--- src/mbc_pkg.sv ---
// Shared types and constants for the masked barrier coordinator.
// No dependencies; imported by the top level.
`default_nettype none
package mbc_pkg;

  localparam int unsigned MASK_W    = 32;
  localparam int unsigned NODE_W    = 5;
  localparam int unsigned NCNT_W    = 6;
  localparam int unsigned MAX_NODES = 32;

  localparam logic [NCNT_W-1:0] NODE_COUNT_RST = NCNT_W'(32);
  localparam logic [NODE_W-1:0] LAST_BIT       = NODE_W'(MASK_W - 1);

  localparam logic STATUS_RELEASE = 1'b0;
  localparam logic STATUS_FULL    = 1'b1;

  typedef logic [MASK_W-1:0] mask_t;
  typedef logic [NODE_W-1:0] node_t;
  typedef logic [NCNT_W-1:0] ncnt_t;

  // one table row: barrier mask plus the set of nodes that have arrived
  typedef struct packed {
    mask_t mask;
    mask_t arrived;
  } entry_t;

endpackage
`default_nettype wire

--- src/mbc_ram.sv ---
// Generic single-write, single-read RAM with registered read data.
// No dependencies.
`default_nettype none
module mbc_ram #(
  parameter int unsigned WIDTH = 64,
  parameter int unsigned DEPTH = 16
) (
  input  wire logic                                  clk,
  input  wire logic                                  we,
  input  wire logic [(DEPTH > 1 ? $clog2(DEPTH) : 1)-1:0] waddr,
  input  wire logic [WIDTH-1:0]                      wdata,
  input  wire logic                                  re,
  input  wire logic [(DEPTH > 1 ? $clog2(DEPTH) : 1)-1:0] raddr,
  output logic      [WIDTH-1:0]                      rdata
);

  logic [WIDTH-1:0] mem_r [DEPTH];
  logic [WIDTH-1:0] rdata_r;

  always_ff @(posedge clk) begin
    if (we) begin
      mem_r[waddr] <= wdata;
    end
    if (re) begin
      rdata_r <= mem_r[raddr];
    end
  end

  assign rdata = rdata_r;

endmodule
`default_nettype wire

--- src/masked_barrier_coordinator_top.sv ---
// Masked barrier coordinator: sequencer, barrier table and release walker.
// Depends on mbc_pkg and mbc_ram.
//
// Usage:
//   Request: drive in_barrier_mask / in_arriving_node with start high while
//   busy is low; the request is taken on that edge and busy rises next cycle.
//   Results: each appears for one cycle with out_valid high; out_last marks
//   the final result of a request. The receiver cannot stall the block.
//   Config: cfg_we with cfg_wdata writes node_count; write only while idle.
// Steps per request:
//   table search: one RAM read per cycle through the single read port, each
//   entry compared once its registered read data returns; a miss allocates
//   the next free entry, and a table-full miss ends there with one result.
//   popcount: one bit per cycle into the arrived and participant counters.
//   update: table write. Release walk (only when the barrier completes):
//   node indices in order up to the highest released node, one result per
//   participating node below node_count.
// Reset clears the table fill count (all entries free), the sequencer and
// node_count (to 32). Table rows are written on allocation, so no clearing.
`default_nettype none
module masked_barrier_coordinator_top #(
  parameter int unsigned TABLE_ENTRIES = 16
) (
  input  wire logic           clk,
  input  wire logic           rst_n,
  input  wire logic           start,
  output logic                busy,
  input  wire mbc_pkg::mask_t in_barrier_mask,
  input  wire mbc_pkg::node_t in_arriving_node,
  output logic                out_valid,
  output logic                out_status,
  output mbc_pkg::node_t      out_target_node,
  output mbc_pkg::mask_t      out_released_mask,
  output logic                out_last,
  input  wire logic           cfg_we,
  input  wire mbc_pkg::ncnt_t cfg_wdata
);
  import mbc_pkg::*;

  localparam int unsigned AW = (TABLE_ENTRIES > 1) ? $clog2(TABLE_ENTRIES) : 1;
  localparam int unsigned CW = $clog2(TABLE_ENTRIES + 1);
  localparam logic [CW-1:0] TableFull = CW'(TABLE_ENTRIES);
  localparam int unsigned EW = $bits(entry_t);

  localparam logic [2:0] ST_IDLE   = 3'd0;
  localparam logic [2:0] ST_SCAN   = 3'd1;
  localparam logic [2:0] ST_COUNT  = 3'd2;
  localparam logic [2:0] ST_DECIDE = 3'd3;
  localparam logic [2:0] ST_EMIT   = 3'd4;

  logic [2:0]    state_r, state_nxt;
  mask_t         mask_r, mask_nxt;
  node_t         node_r, node_nxt;
  logic [CW-1:0] fill_r, fill_nxt;
  logic [CW-1:0] scan_idx_r, scan_idx_nxt;
  logic          cmp_v_r, cmp_v_nxt;
  logic [AW-1:0] cmp_idx_r, cmp_idx_nxt;
  logic [AW-1:0] slot_r, slot_nxt;
  mask_t         arr_r, arr_nxt;
  node_t         bit_r, bit_nxt;
  ncnt_t         pa_r, pa_nxt;
  ncnt_t         pm_r, pm_nxt;
  mask_t         rem_r, rem_nxt;
  ncnt_t         node_count_r;

  logic          out_valid_r, out_valid_nxt;
  logic          out_status_r, out_status_nxt;
  node_t         out_target_r, out_target_nxt;
  mask_t         out_mask_r, out_mask_nxt;
  logic          out_last_r, out_last_nxt;

  logic          ram_we, ram_re;
  logic [EW-1:0] ram_wdata, ram_rdata;
  entry_t        rd_entry, wr_entry;

  ncnt_t         limit;
  mask_t         low_mask;
  mask_t         node_bit, bit_sel, rem_left;
  logic          hit, complete;

  mbc_ram #(
    .WIDTH (EW),
    .DEPTH (TABLE_ENTRIES)
  ) u_table (
    .clk   (clk),
    .we    (ram_we),
    .waddr (slot_r),
    .wdata (ram_wdata),
    .re    (ram_re),
    .raddr (scan_idx_r[AW-1:0]),
    .rdata (ram_rdata)
  );

  assign rd_entry  = entry_t'(ram_rdata);
  assign ram_wdata = EW'(wr_entry);

  assign limit = (node_count_r > NCNT_W'(MAX_NODES)) ? NCNT_W'(MAX_NODES) : node_count_r;

  always_comb begin
    for (int i = 0; i < MASK_W; i++) begin
      low_mask[i] = (NCNT_W'(i) < limit);
    end
  end

  assign node_bit = mask_t'(1) << node_r;
  assign bit_sel  = mask_t'(1) << bit_r;
  assign rem_left = rem_r & ~bit_sel;
  assign hit      = cmp_v_r && (rd_entry.mask == mask_r);
  // arrived count reached participant count
  assign complete = (pa_r >= pm_r);

  always_comb begin
    state_nxt      = state_r;
    mask_nxt       = mask_r;
    node_nxt       = node_r;
    fill_nxt       = fill_r;
    scan_idx_nxt   = scan_idx_r;
    cmp_v_nxt      = 1'b0;
    cmp_idx_nxt    = cmp_idx_r;
    slot_nxt       = slot_r;
    arr_nxt        = arr_r;
    bit_nxt        = bit_r;
    pa_nxt         = pa_r;
    pm_nxt         = pm_r;
    rem_nxt        = rem_r;
    out_valid_nxt  = 1'b0;
    out_status_nxt = out_status_r;
    out_target_nxt = out_target_r;
    out_mask_nxt   = out_mask_r;
    out_last_nxt   = out_last_r;
    ram_we         = 1'b0;
    ram_re         = 1'b0;
    wr_entry.mask    = mask_r;
    wr_entry.arrived = complete ? '0 : arr_r;

    case (state_r)
      ST_IDLE: begin
        if (start) begin
          mask_nxt     = in_barrier_mask;
          node_nxt     = in_arriving_node;
          scan_idx_nxt = '0;
          state_nxt    = ST_SCAN;
        end
      end
      ST_SCAN: begin
        if (hit) begin
          slot_nxt  = cmp_idx_r;
          arr_nxt   = rd_entry.arrived | node_bit;
          bit_nxt   = '0;
          pa_nxt    = '0;
          pm_nxt    = '0;
          state_nxt = ST_COUNT;
        end else if (scan_idx_r == fill_r) begin
          if (fill_r == TableFull) begin
            out_valid_nxt  = 1'b1;
            out_status_nxt = STATUS_FULL;
            out_target_nxt = '0;
            out_mask_nxt   = mask_r;
            out_last_nxt   = 1'b1;
            state_nxt      = ST_IDLE;
          end else begin
            // entries fill from the bottom and are never freed
            slot_nxt  = fill_r[AW-1:0];
            fill_nxt  = fill_r + CW'(1);
            arr_nxt   = node_bit;
            bit_nxt   = '0;
            pa_nxt    = '0;
            pm_nxt    = '0;
            state_nxt = ST_COUNT;
          end
        end else begin
          ram_re       = 1'b1;
          cmp_v_nxt    = 1'b1;
          cmp_idx_nxt  = scan_idx_r[AW-1:0];
          scan_idx_nxt = scan_idx_r + CW'(1);
        end
      end
      ST_COUNT: begin
        pa_nxt  = pa_r + NCNT_W'(arr_r[bit_r]);
        pm_nxt  = pm_r + NCNT_W'(mask_r[bit_r]);
        bit_nxt = bit_r + NODE_W'(1);
        if (bit_r == LAST_BIT) begin
          state_nxt = ST_DECIDE;
        end
      end
      ST_DECIDE: begin
        ram_we    = 1'b1;
        state_nxt = ST_IDLE;
        if (complete) begin
          rem_nxt = mask_r & low_mask;
          bit_nxt = '0;
          if ((mask_r & low_mask) != '0) begin
            state_nxt = ST_EMIT;
          end
        end
      end
      ST_EMIT: begin
        bit_nxt = bit_r + NODE_W'(1);
        if (rem_r[bit_r]) begin
          out_valid_nxt  = 1'b1;
          out_status_nxt = STATUS_RELEASE;
          out_target_nxt = bit_r;
          out_mask_nxt   = mask_r;
          out_last_nxt   = (rem_left == '0);
          rem_nxt        = rem_left;
          if (rem_left == '0) begin
            state_nxt = ST_IDLE;
          end
        end
      end
      default: begin
        state_nxt = ST_IDLE;
      end
    endcase
  end

  always_ff @(posedge clk) begin
    if (!rst_n) begin
      state_r      <= ST_IDLE;
      fill_r       <= '0;
      cmp_v_r      <= 1'b0;
      out_valid_r  <= 1'b0;
      node_count_r <= NODE_COUNT_RST;
    end else begin
      state_r     <= state_nxt;
      fill_r      <= fill_nxt;
      cmp_v_r     <= cmp_v_nxt;
      out_valid_r <= out_valid_nxt;
      if (cfg_we) begin
        node_count_r <= cfg_wdata;
      end
    end
  end

  always_ff @(posedge clk) begin
    mask_r       <= mask_nxt;
    node_r       <= node_nxt;
    scan_idx_r   <= scan_idx_nxt;
    cmp_idx_r    <= cmp_idx_nxt;
    slot_r       <= slot_nxt;
    arr_r        <= arr_nxt;
    bit_r        <= bit_nxt;
    pa_r         <= pa_nxt;
    pm_r         <= pm_nxt;
    rem_r        <= rem_nxt;
    out_status_r <= out_status_nxt;
    out_target_r <= out_target_nxt;
    out_mask_r   <= out_mask_nxt;
    out_last_r   <= out_last_nxt;
  end

  assign busy              = (state_r != ST_IDLE);
  assign out_valid         = out_valid_r;
  assign out_status        = out_status_r;
  assign out_target_node   = out_target_r;
  assign out_released_mask = out_mask_r;
  assign out_last          = out_last_r;

  a_fill_bound: assert property (@(posedge clk) disable iff (!rst_n)
    fill_r <= TableFull)
    else $error("table fill count beyond table size");

  a_accept_busy: assert property (@(posedge clk) disable iff (!rst_n)
    (start && !busy) |=> busy)
    else $error("request taken but sequencer not busy");

  a_last_idle: assert property (@(posedge clk) disable iff (!rst_n)
    (out_valid && out_last) |-> !busy)
    else $error("sequencer still busy after final result");

  a_full_form: assert property (@(posedge clk) disable iff (!rst_n)
    (out_valid && out_status == STATUS_FULL) |-> (out_last && out_target_node == '0))
    else $error("table-full result malformed");

  a_result_src: assert property (@(posedge clk) disable iff (!rst_n)
    out_valid |-> $past(busy))
    else $error("result without a request in progress");

endmodule
`default_nettype wire

--- config.mk ---
export PLATFORM = sky130hd
export DESIGN_NAME = masked_barrier_coordinator_top
export DESIGN_NICKNAME = d
export VERILOG_FILES = /design/src/mbc_pkg.sv /design/src/mbc_ram.sv /design/src/masked_barrier_coordinator_top.sv
export SDC_FILE = /design/constraint.sdc
export NUM_CORES = 1
export LEC_CHECK = 0
export ABC_AREA = 1
export BUFFER_PORTS_ARGS = -buffer_cell sky130_fd_sc_hd__buf_2
export CAP_MARGIN = 5
export CORE_MARGIN = 10
export CORE_UTILIZATION = 55
export CTS_BUF_LIST = sky130_fd_sc_hd__clkbuf_8
export CTS_CLUSTER_SIZE = 10
export DETAILED_ROUTE_END_ITERATION = 8
export HOLD_SLACK_MARGIN = 0.05
export PLACE_DENSITY = 0.72
export SLEW_MARGIN = 40
export SYNTH_ARGS = -nofsm -noshare
export SYNTH_HDL_FRONTEND = slang
export SYNTH_SLANG_ARGS = --single-unit
--- constraint.sdc ---
create_clock -name clk -period 4.25 [get_ports clk]
set_input_delay 0 -clock clk [delete_from_list [all_inputs] [get_ports clk]]
set_output_delay 0 -clock clk [all_outputs]
set_load 0.02 [all_outputs]
-- After elaboration in Yosys (flattened, before gate mapping)
Memories as Yosys holds them, arrays and structs flattened. A register that Yosys moved wholly into a read port is not among the register bits.
Index checks and enable logic that the tools add are counted.
- register bits: 186
- RAM bits: 1024
- bits of input ports: 47
- output and inout bits: 41
- word-level logic and storage cells: 180
- memories kept: 1
- $add $sub $neg: 5
- magnitude comparators: 35
- eq/ne operators: 20
- shift-type cells: 2
- mux-type cells: 69
- bitwise logic cells: 7
- reductions and logical operators: 22
- memories (memory ; depth ; width ; read ports ; clocked after Yosys merged registers in ; wr ports ; RTL line ; RTL):
    u_table.mem_r ; 16 ; 64 ; 1 ; 1 ; 1 ; mbc_ram.sv:17 ; logic [WIDTH-1:0] mem_r [DEPTH];
- operators by type and width (operator ; number):
    $mux 32 ; 10
    $pmux 32 s2 ; 2
    $lt 5x6->1 const A ; 16
    $and 32x32->32 ; 2
    $shl 1x5->32 const A ; 2
    $mux 5 ; 11
    $lt 4x6->1 const A ; 8
    $eq 32x32->1 ; 1
    $logic_not 32->1 ; 1
    $not 32->32 ; 1
    $or 32x32->32 ; 1
    $reduce_bool 32->1 ; 1
    $lt 3x6->1 const A ; 4
    $mux 3 ; 8
    $mux 6 ; 4
    $pmux 6 s2 ; 2
    $ne 2x2->1 const B ; 10
    $pmux 5 s2 ; 2
    $mux 1 ; 18
    $add 5x1->5 const B ; 3
    $bmux 1 s5 ; 3
    $pmux 3 s5 ; 1
    $pmux 5 s3 ; 1
    $add 6x1->6 ; 2
    24 further kinds ; 46

-- Depth between registers and ports, before layout
Gate-level depths: netlist of run 1.
- depth after elaboration: 8
- mapped depth: 20
- depth with buffers taken out: 16

-- Modules after synthesis
From an unflattened synthesis of run 1, not the netlist that was laid out.
- cells, all modules: 5478
- area, all modules: 56444.1 um2
- by module, submodules not included (module ; instances ; cells an instance ; area an instance (um2) ; seq. area each (um2)):
    mbc_ram ; 1 ; 4210 ; 45926.5 ; 32671.3
    masked_barrier_coordinator_top ; 1 ; 1268 ; 10517.6 ; 5425.2

-- Worst setup path before layout of run 1
Ideal clock, no wire load.
- path type: reg-to-reg
- start point: register state_r[2]
- end point: memory u_table.mem_r[10][0] (enable)
- library setup time: 0.487 ns
- arrival: 3.576 ns
- data required time: 3.763 ns
- setup slack: 0.188 ns
- stages on the path, launching flop included: 6
- buffers on the path: 0
- clock period less this slack: 4.062 ns
- cell sequence: dfxtp_1 inv_1 nand2_1 nor2_1 nand3_1 nor2_1
- longest elaborated chain between the ends: 4
- ends and longest elaborated chain (element ; RTL line ; RTL):
    from (decl) ; masked_barrier_coordinator_top.sv:51 ; logic [2:0] state_r, state_nxt;
    from (signal assigned) ; masked_barrier_coordinator_top.sv:225 ; state_r <= state_nxt;
    $eq 3x2->1 ; masked_barrier_coordinator_top.sv:136 ; case (state_r)
    $mux 1 ; masked_barrier_coordinator_top.sv:136 ;
    $mux 1 ; mbc_ram.sv:21 ; if (we) begin
    $mux 1 (implied by the code) ; mbc_ram.sv:22 ; mem_r[waddr] <= wdata;
    to (decl) ; mbc_ram.sv:17 ;
No other way between the ends.

-- Worst setup path after layout of run 1
- start point: register bit_r[0]
- end point: register state_r[0]
- longest elaborated chain between the ends: 6
- elaborated cells between the ends (all ways): 11
- those cells by class: eq/ne: 4; shift: 1; mux: 2; bitwise: 2; reduce/logical: 2
- ends and longest elaborated chain (element ; RTL line ; RTL):
    from (decl) ; masked_barrier_coordinator_top.sv:60 ; node_t bit_r, bit_nxt;
    from (signal assigned) ; masked_barrier_coordinator_top.sv:242 ; bit_r <= bit_nxt;
    parallel branches: the longest is 5 deep, another holds $bmux 1 s5 ; n/a ;
    $reduce_and 5->1 (no source line) * ; n/a ;
Mark *: on every way between the ends. The select of a mux whose other input is x is not followed.
A chain may end at the register's enable or synchronous reset.

==> flow_summary.yaml, run 1 <==
floorplanning:
  ioPinCount: 88
  initial_core_util: 0.553
  die_area_sq_mm: 0.106
  die_w_um: 326
  num_rows: 112
  die-height_um: 326
  core_area_sq_mm: 0.0930
job:
  max_cap_viol_count: 0
sta:
  slew-limit-headroom: 0.396
  slew_viol_final: 0
  finalWorstSetupSlack_ns: 0.230
  setup_viol_count_final: 0
  finalHoldViolCount: 0
  final.setup_skew_ns: 0.0422
  min_period_over_period: 0.946
  setup_tns_ns: 0
  period_needed_ns: 4.02
  worst_pin_slew_ns: 0.905
  fmax_mhz: 249
  finalHoldWorstSlack_ns: 0.175
synth:
  syn-mean-instance-area_sq_um: 12.6
  yosys.area.top_type_share: 0.735
  yosysMostFrequentCell: "edfxtp_1"
  syn_nets: 4160
  ys_types: 44
  yosysSeqAreaShare: 0.741
  synth_area_leaders: "edfxtp_1 (73%), o21ai_0 (6.2%), nor2_1 (4.9%)"
  async_flop_share: 0
  ys_warn_count: 0
  synth-edff-count: 1258
  synth_flop_cell: "edfxtp_1"
  syn_inst: 4093
  yosysTopAreaCell: "edfxtp_1"
  syn_area_sq_mm: 0.0514
  synth-seq-cells: 1274
  synth_common_cells: "edfxtp_1 (1,258), nor2_1 (678), o21ai_0 (637)"
critical_path:
  required_ns: 5.08
  path_class: "flip-flop to flip-flop"
  end_kind: "flip-flop"
  arrival_ns: 4.85
  cp-start-kind: "flip-flop"
  path_max_fanout: 31
layout:
  fin_nets: 4433
  area_growth_syn_to_layout_pct: 13.8
  drive_above_1_share: 0.112
  design_area_sq_mm: 0.0585
place:
  gp_congestion: 0.965
  place_ws_ns: 0.690
  portBuffers: 87
  place_area_sq_mm: 0.0540
  dp_hpwl_um: 75700
grt:
  antenna_found_initial: 3
  grt_max_degree: 186
  grt_pass1_wl_um: 210000
  grt_overflow: 0
  track_usage: 0.258
  grt_pass1_vias: 33800
cts:
  cts_tree: "built"
  clk_pin_slew_ns: 0.06
  ctsHtreeMaxLevel: 4
  postCtsSetupBuffers: 0
  root_buffer: "clkbuf_8"
  cts_sinks: 1274
  cts_buffer_depth: 3
  numCtsBuffers: 195
  clk_latency_ns: 0.90
min_path:
  hp-class: "input pin to flip-flop"
power:
  power_leakage_nw: 20.1
  powerDensity_mw_per_mm2: 629
  p_total_mw: 36.8
  ir_worst_vdd_v: 0.000585
routing:
  drc: 0
  ant_nets: 0
  via_per_inst: 6.13
  wl_um: 141000
  num_vias: 35400
  first_iter_violations: 4970
  first_pass_iters: 6
  post_drt_wl_per_cell_um: 24.4
run_status:
  status: "finished clean"
critical path, stage by stage, from the launching register on:
cell and delay [ns]:
edfxtp_1 0.39, buf_4 0.31, buf_6 0.31, ha_1 0.26
ha_1 0.21, nand2_2 0.08, o21ai_0 0.29, nand2_1 0.10
nor2_1 0.13, nand2_1 0.07, nor2_1 0.14, nand2_1 0.10
nand2_2 0.08, nand4_1 0.14, nand2_1 0.09, nand2_1 0.05
dlygate4sd3_1 0.57, nor2_1 0.10, dlygate4sd3_1 0.56
through the flow:
step / util / cells
4_1_cts: 0.629 / 5770
5_1_grt: 0.629 / 5774
6_report: 0.629 / 5775
3_3_place_gp: 0.580 / 5318
3_5_place_dp: 0.580 / 5320
2_1_floorplan: - / 4093
path summary, 6_finish.rpt:
kind                                        start    endpoint  slack [ns]  depth (start not counted)
worst max-delay path                     bit_r[0]  state_r[0]        0.23                         18
worst max register to register           bit_r[0]  state_r[0]        0.23                         18
worst min register to register  u_table.rdata[27]   arr_r[27]        0.49                          2
worst min-delay path                        rst_n   fill_r[2]        0.17                          4
layout make-up:
cell class              count  area [sq um]
clock inverters           145           682
clock buffers             202          2780
fillers                  6960         34500
flip-flops and latches   1274         38100
repair buffers            324          2870
diodes                      5          12.5
well taps                1254          1570
inverters                 173           673
multi-input cells        2398         11800
cells by family (layout without fill, tap and decap cells):
family | Yosys count | count (layout) | share of synthesized area
flip-flops | 1274 | 1274 | 0.741
buffers and inverters | 421 | 844 | 0.0320
AO/OA/AOI/OAI | 1020 | 1020 | 0.113
XOR/XNOR | 14 | 14 | 0.00238
AND/OR/NAND/NOR | 1343 | 1343 | 0.107
other | 0 | 5 | 0
adder cells (fa/ha/maj) | 20 | 20 | 0.00487
multiplexers | 1 | 1 | 0.000195
placed cells by master (no fill, tap or decap), types with 4 or more instances in the layout:
cell type | Yosys | routed
inv_2 | 6 | 6
nor4_1 | 5 | 5
buf_12 | 0 | 29
o211ai_1 | 35 | 35
inv_1 | 163 | 228
clkbuf_8 | 0 | 202
nand2_1 | 389 | 388
or2_2 | 5 | 5
xor2_1 | 8 | 8
clkinv_1 | 4 | 45
nand3_1 | 210 | 209
xnor2_1 | 6 | 6
nor2_4 | 3 | 21
buf_4 | 3 | 101
clkinv_2 | 0 | 22
inv_8 | 0 | 4
dfxtp_1 | 16 | 16
clkinvlp_4 | 0 | 4
dlygate4sd3_1 | 0 | 103
o22ai_1 | 155 | 154
o21ai_0 | 637 | 636
nor3_1 | 15 | 15
nand4_1 | 28 | 28
nor2_1 | 678 | 660
edfxtp_1 | 1258 | 1258
diode_2 | 0 | 5
inv_6 | 0 | 5
a21oi_1 | 72 | 71
o221ai_1 | 104 | 104
ha_1 | 20 | 20
buf_2 | 20 | 87
o21ai_1 | 6 | 7
per-layer routing:
metal,vias up,part of all wire,global-route usage
li1,15600,-,-
met1,17200,0.39,0.354
met2,2248,0.46,0.397
met3,362,0.11,0.0554
met4,0,0.039,0.112
met5,-,0,0
state kept, by name, summed over array words and instances, names as in the netlist, 6 cells and up:
signal             cells
pm_r                   6
pa_r                   6
u_table.rdata         64
arr_r                 32
out_released_mask     32
mask_r                32
rem_r                 32
u_table.mem_r       1024
node_count_r           6
repair_timing:
item                                    in CTS  in global routing
gates resized for setup                      0                  4
hold buffers                               103                  0
endpoints found under the setup margin       0                  1
endpoints found under the hold margin       90                  0
power by group:
group / total (mW) / switching [mW] / internal, mW
Clock: 9.17 / 4.70 / 4.47
Combinational: 11.2 / 8.12 / 3.08
Sequential: 16.4 / 0.660 / 15.8
Total: 36.8 / 13.5 / 23.3
Power figures use the tool's default switching activity.
==> inputs of run 2 (changes only) <==
--- a/config.mk
+++ b/config.mk
@@ -18,4 +18,5 @@
 export SLEW_MARGIN = 40
 export SYNTH_ARGS = -nofsm -noshare
 export SYNTH_HDL_FRONTEND = slang
+export SYNTH_HIERARCHICAL = 1
 export SYNTH_SLANG_ARGS = --single-unit
==> run 2 against run 1 <==
Effect of this change:
- clock-buffer cell count rose by 5
- combinational power rose by 4%
- critical path type unchanged
- worst hold slack got worse by 0.045 ns
- sequential share of layout area shrank 4.6 points
==> flow_summary.yaml, run 2 <==
cts:
  cts_buffer_depth: 3
  clk_latency_ns: 0.90
  numCtsBuffers: 196
  cts_tree: "built"
  root_buffer: "clkbuf_8"
  cts_sinks: 1274
  clk_pin_slew_ns: 0.06
  ctsHtreeMaxLevel: 4
  postCtsSetupBuffers: 0
power:
  sw_frac_of_total: 0.369
  power_leakage_nw: 26.7
  p_clk_frac: 0.257
  powerDensity_mw_per_mm2: 586
  p_sw_mw: 13.6
  ir_worst_vdd_v: 0.00106
  p_seq_frac: 0.430
  p_total_mw: 36.9
  internal_power_mw: 23.3
  comb_power_share: 0.313
grt:
  grt_max_degree: 180
  track_usage: 0.254
  antenna_found_initial: 6
  grt_pass1_vias: 38300
  grt_pass1_wl_um: 226000
  grt_overflow: 0
synth:
  ys_warn_count: 6
  yosysSeqAreaShare: 0.675
  synth_flop_cell: "edfxtp_1"
  yosys.area.top_type_share: 0.669
  async_flop_share: 0
  synth-edff-count: 1258
  yosysTopAreaCell: "edfxtp_1"
  synth_area_leaders: "edfxtp_1 (67%), nand2_1 (11%), nand3_1 (8.0%)"
  yosysMostFrequentCell: "nand2_1"
  syn_nets: 5545
  ys_types: 45
  syn_area_sq_mm: 0.0564
  syn_inst: 5478
  synth_common_cells: "nand2_1 (1,621), edfxtp_1 (1,258), inv_1 (937)"
  syn-mean-instance-area_sq_um: 10.3
  synth-seq-cells: 1274
sta:
  setup_viol_count_final: 0
  slew_viol_final: 0
  fmax_mhz: 253
  setup_tns_ns: 0
  slew-limit-headroom: 0.411
  final.setup_skew_ns: 0.0582
  worst_pin_slew_ns: 0.884
  min_period_over_period: 0.932
  finalHoldViolCount: 0
  period_needed_ns: 3.96
  rsz0062_at_grt: "no"
critical_path:
  path_class: "flip-flop to flip-flop"
  end_kind: "flip-flop"
  cp-start-kind: "flip-flop"
  arrival_ns: 4.78
  required_ns: 5.07
  timing.rr.start: "bit_r[0]"
  cp-startpoint: "bit_r[0]"
  path_max_fanout: 55
  regToRegSetupSlack_ns: 0.29
min_path:
  hp-start: "rst_n"
  hp-class: "input pin to flip-flop"
layout:
  design_area_sq_mm: 0.0630
  area_growth_syn_to_layout_pct: 11.5
  largest_reg_flops: 1024
  drive_above_1_share: 0.0857
  layout_commonest_cell: "nand2_1"
  layout_common_cells: "nand2_1 (1,620), edfxtp_1 (1,258), inv_1 (1,013)"
  regMostFlops: "u_table/mem_r"
  fin_nets: 5777
floorplanning:
  initial_core_util: 0.554
  die_w_um: 340
  die_area_sq_mm: 0.116
  core_area_sq_mm: 0.102
  ioPinCount: 88
  die-height_um: 340
  num_rows: 117
routing:
  post_drt_wl_per_cell_um: 20.8
  first_iter_violations: 4555
  wl_um: 150000
  via_per_inst: 5.50
  num_vias: 39800
  ant_nets: 0
  drc: 0
  first_pass_iters: 6
place:
  portBuffers: 87
  place_area_sq_mm: 0.0582
  gp_congestion: 1.01
  dp_hpwl_um: 81800
run_status:
  status: "finished clean"
job:
  max_cap_viol_count: 0
-- run 2: cell type report --
cell class,instances,area [sq um]
repair buffers,292,2520
inverters,949,3600
diodes,3,7.51
clock inverters,140,751
multi-input cells,2997,13400
flip-flops and latches,1274,38100
fillers,8010,38900
clock buffers,207,2850
well taps,1368,1710
-- run 2: final timing paths --
kind | endpoint | depth (start not counted)
min reg2reg | arr_r[20] | 2
max reg2reg | state_r[0] | 17
min | state_r[1] | 4
max | state_r[0] | 17
-- run 2: power by group through the flow --
stage | Sequential (mW) | Combinational [mW] | Clock, mW
4_1_cts | 15.9 | 11.4 | 9.60
2_1_floorplan | 16.0 | 8.01 | 0
6_report | 15.9 | 11.6 | 9.48
5_1_grt | 15.9 | 12.6 | 10.2
3_3_place_gp | 16.1 | 11.0 | 0
3_5_place_dp | 16.1 | 11.2 | 0
-- run 2: logic make-up (layout without fill, tap and decap cells) --
group,after synthesis,count (layout),share of synthesized area
and+or+nand+nor,2739,2739,0.205
AOI/OAI and AO/OA,221,221,0.0211
buffers and inverters,1207,1588,0.0917
xor gates and xnor gates,17,17,0.00264
adders and majority gates,20,20,0.00443
DFF,1274,1274,0.675
other,0,3,0
-- run 2: timing repair --
action,in CTS,in global routing
endpoints found under the setup margin,0,1
endpoints found under the hold margin,95,0
gates resized for setup,0,2
hold buffers,103,0
-- run 2: per-layer routing --
layer	share of wire	vias up	GRT usage	wire (um)
met5	0.00014	-	0	21
met4	0.039	4	0.106	5810
met3	0.097	370	0.0444	14600
met2	0.48	2045	0.413	71500
met1	0.39	18900	0.336	58200
li1	-	18400	-	-
-- run 2: critical path: stages, from the launching register on --
cell and delay [ns]:
edfxtp_1 0.42, buf_6 0.41, ha_1 0.32, ha_1 0.21, nand2_1 0.11, o21ai_0 0.34
nand2_1 0.09, nor2_1 0.11, nand2_1 0.08, nor2_1 0.11, nand2_1 0.13, nand2_2 0.10
nand4_2 0.10, nand2_1 0.08, nand2_1 0.06, dlygate4sd3_1 0.58, nor2_1 0.09, dlygate4sd3_1 0.55
-- run 2: metrics by stage --
| stage | std cells | hold WS (ns) | utilization | setup slack [ns] |
|---|---|---|---|---|
| 6_report | 7230 | 0.129 | 0.618 | 0.291 |
| 5_1_grt | 7230 | 0.128 | 0.618 | 0.0856 |
| 4_1_cts | 7225 | 0.0706 | 0.617 | 0.327 |
| 3_5_place_dp | 6775 | 0.179 | 0.571 | 1.08 |
| 3_3_place_gp | 6775 | 0.178 | 0.571 | 1.19 |
| 2_1_floorplan | 5478 | 0.0989 | - | 0.192 |
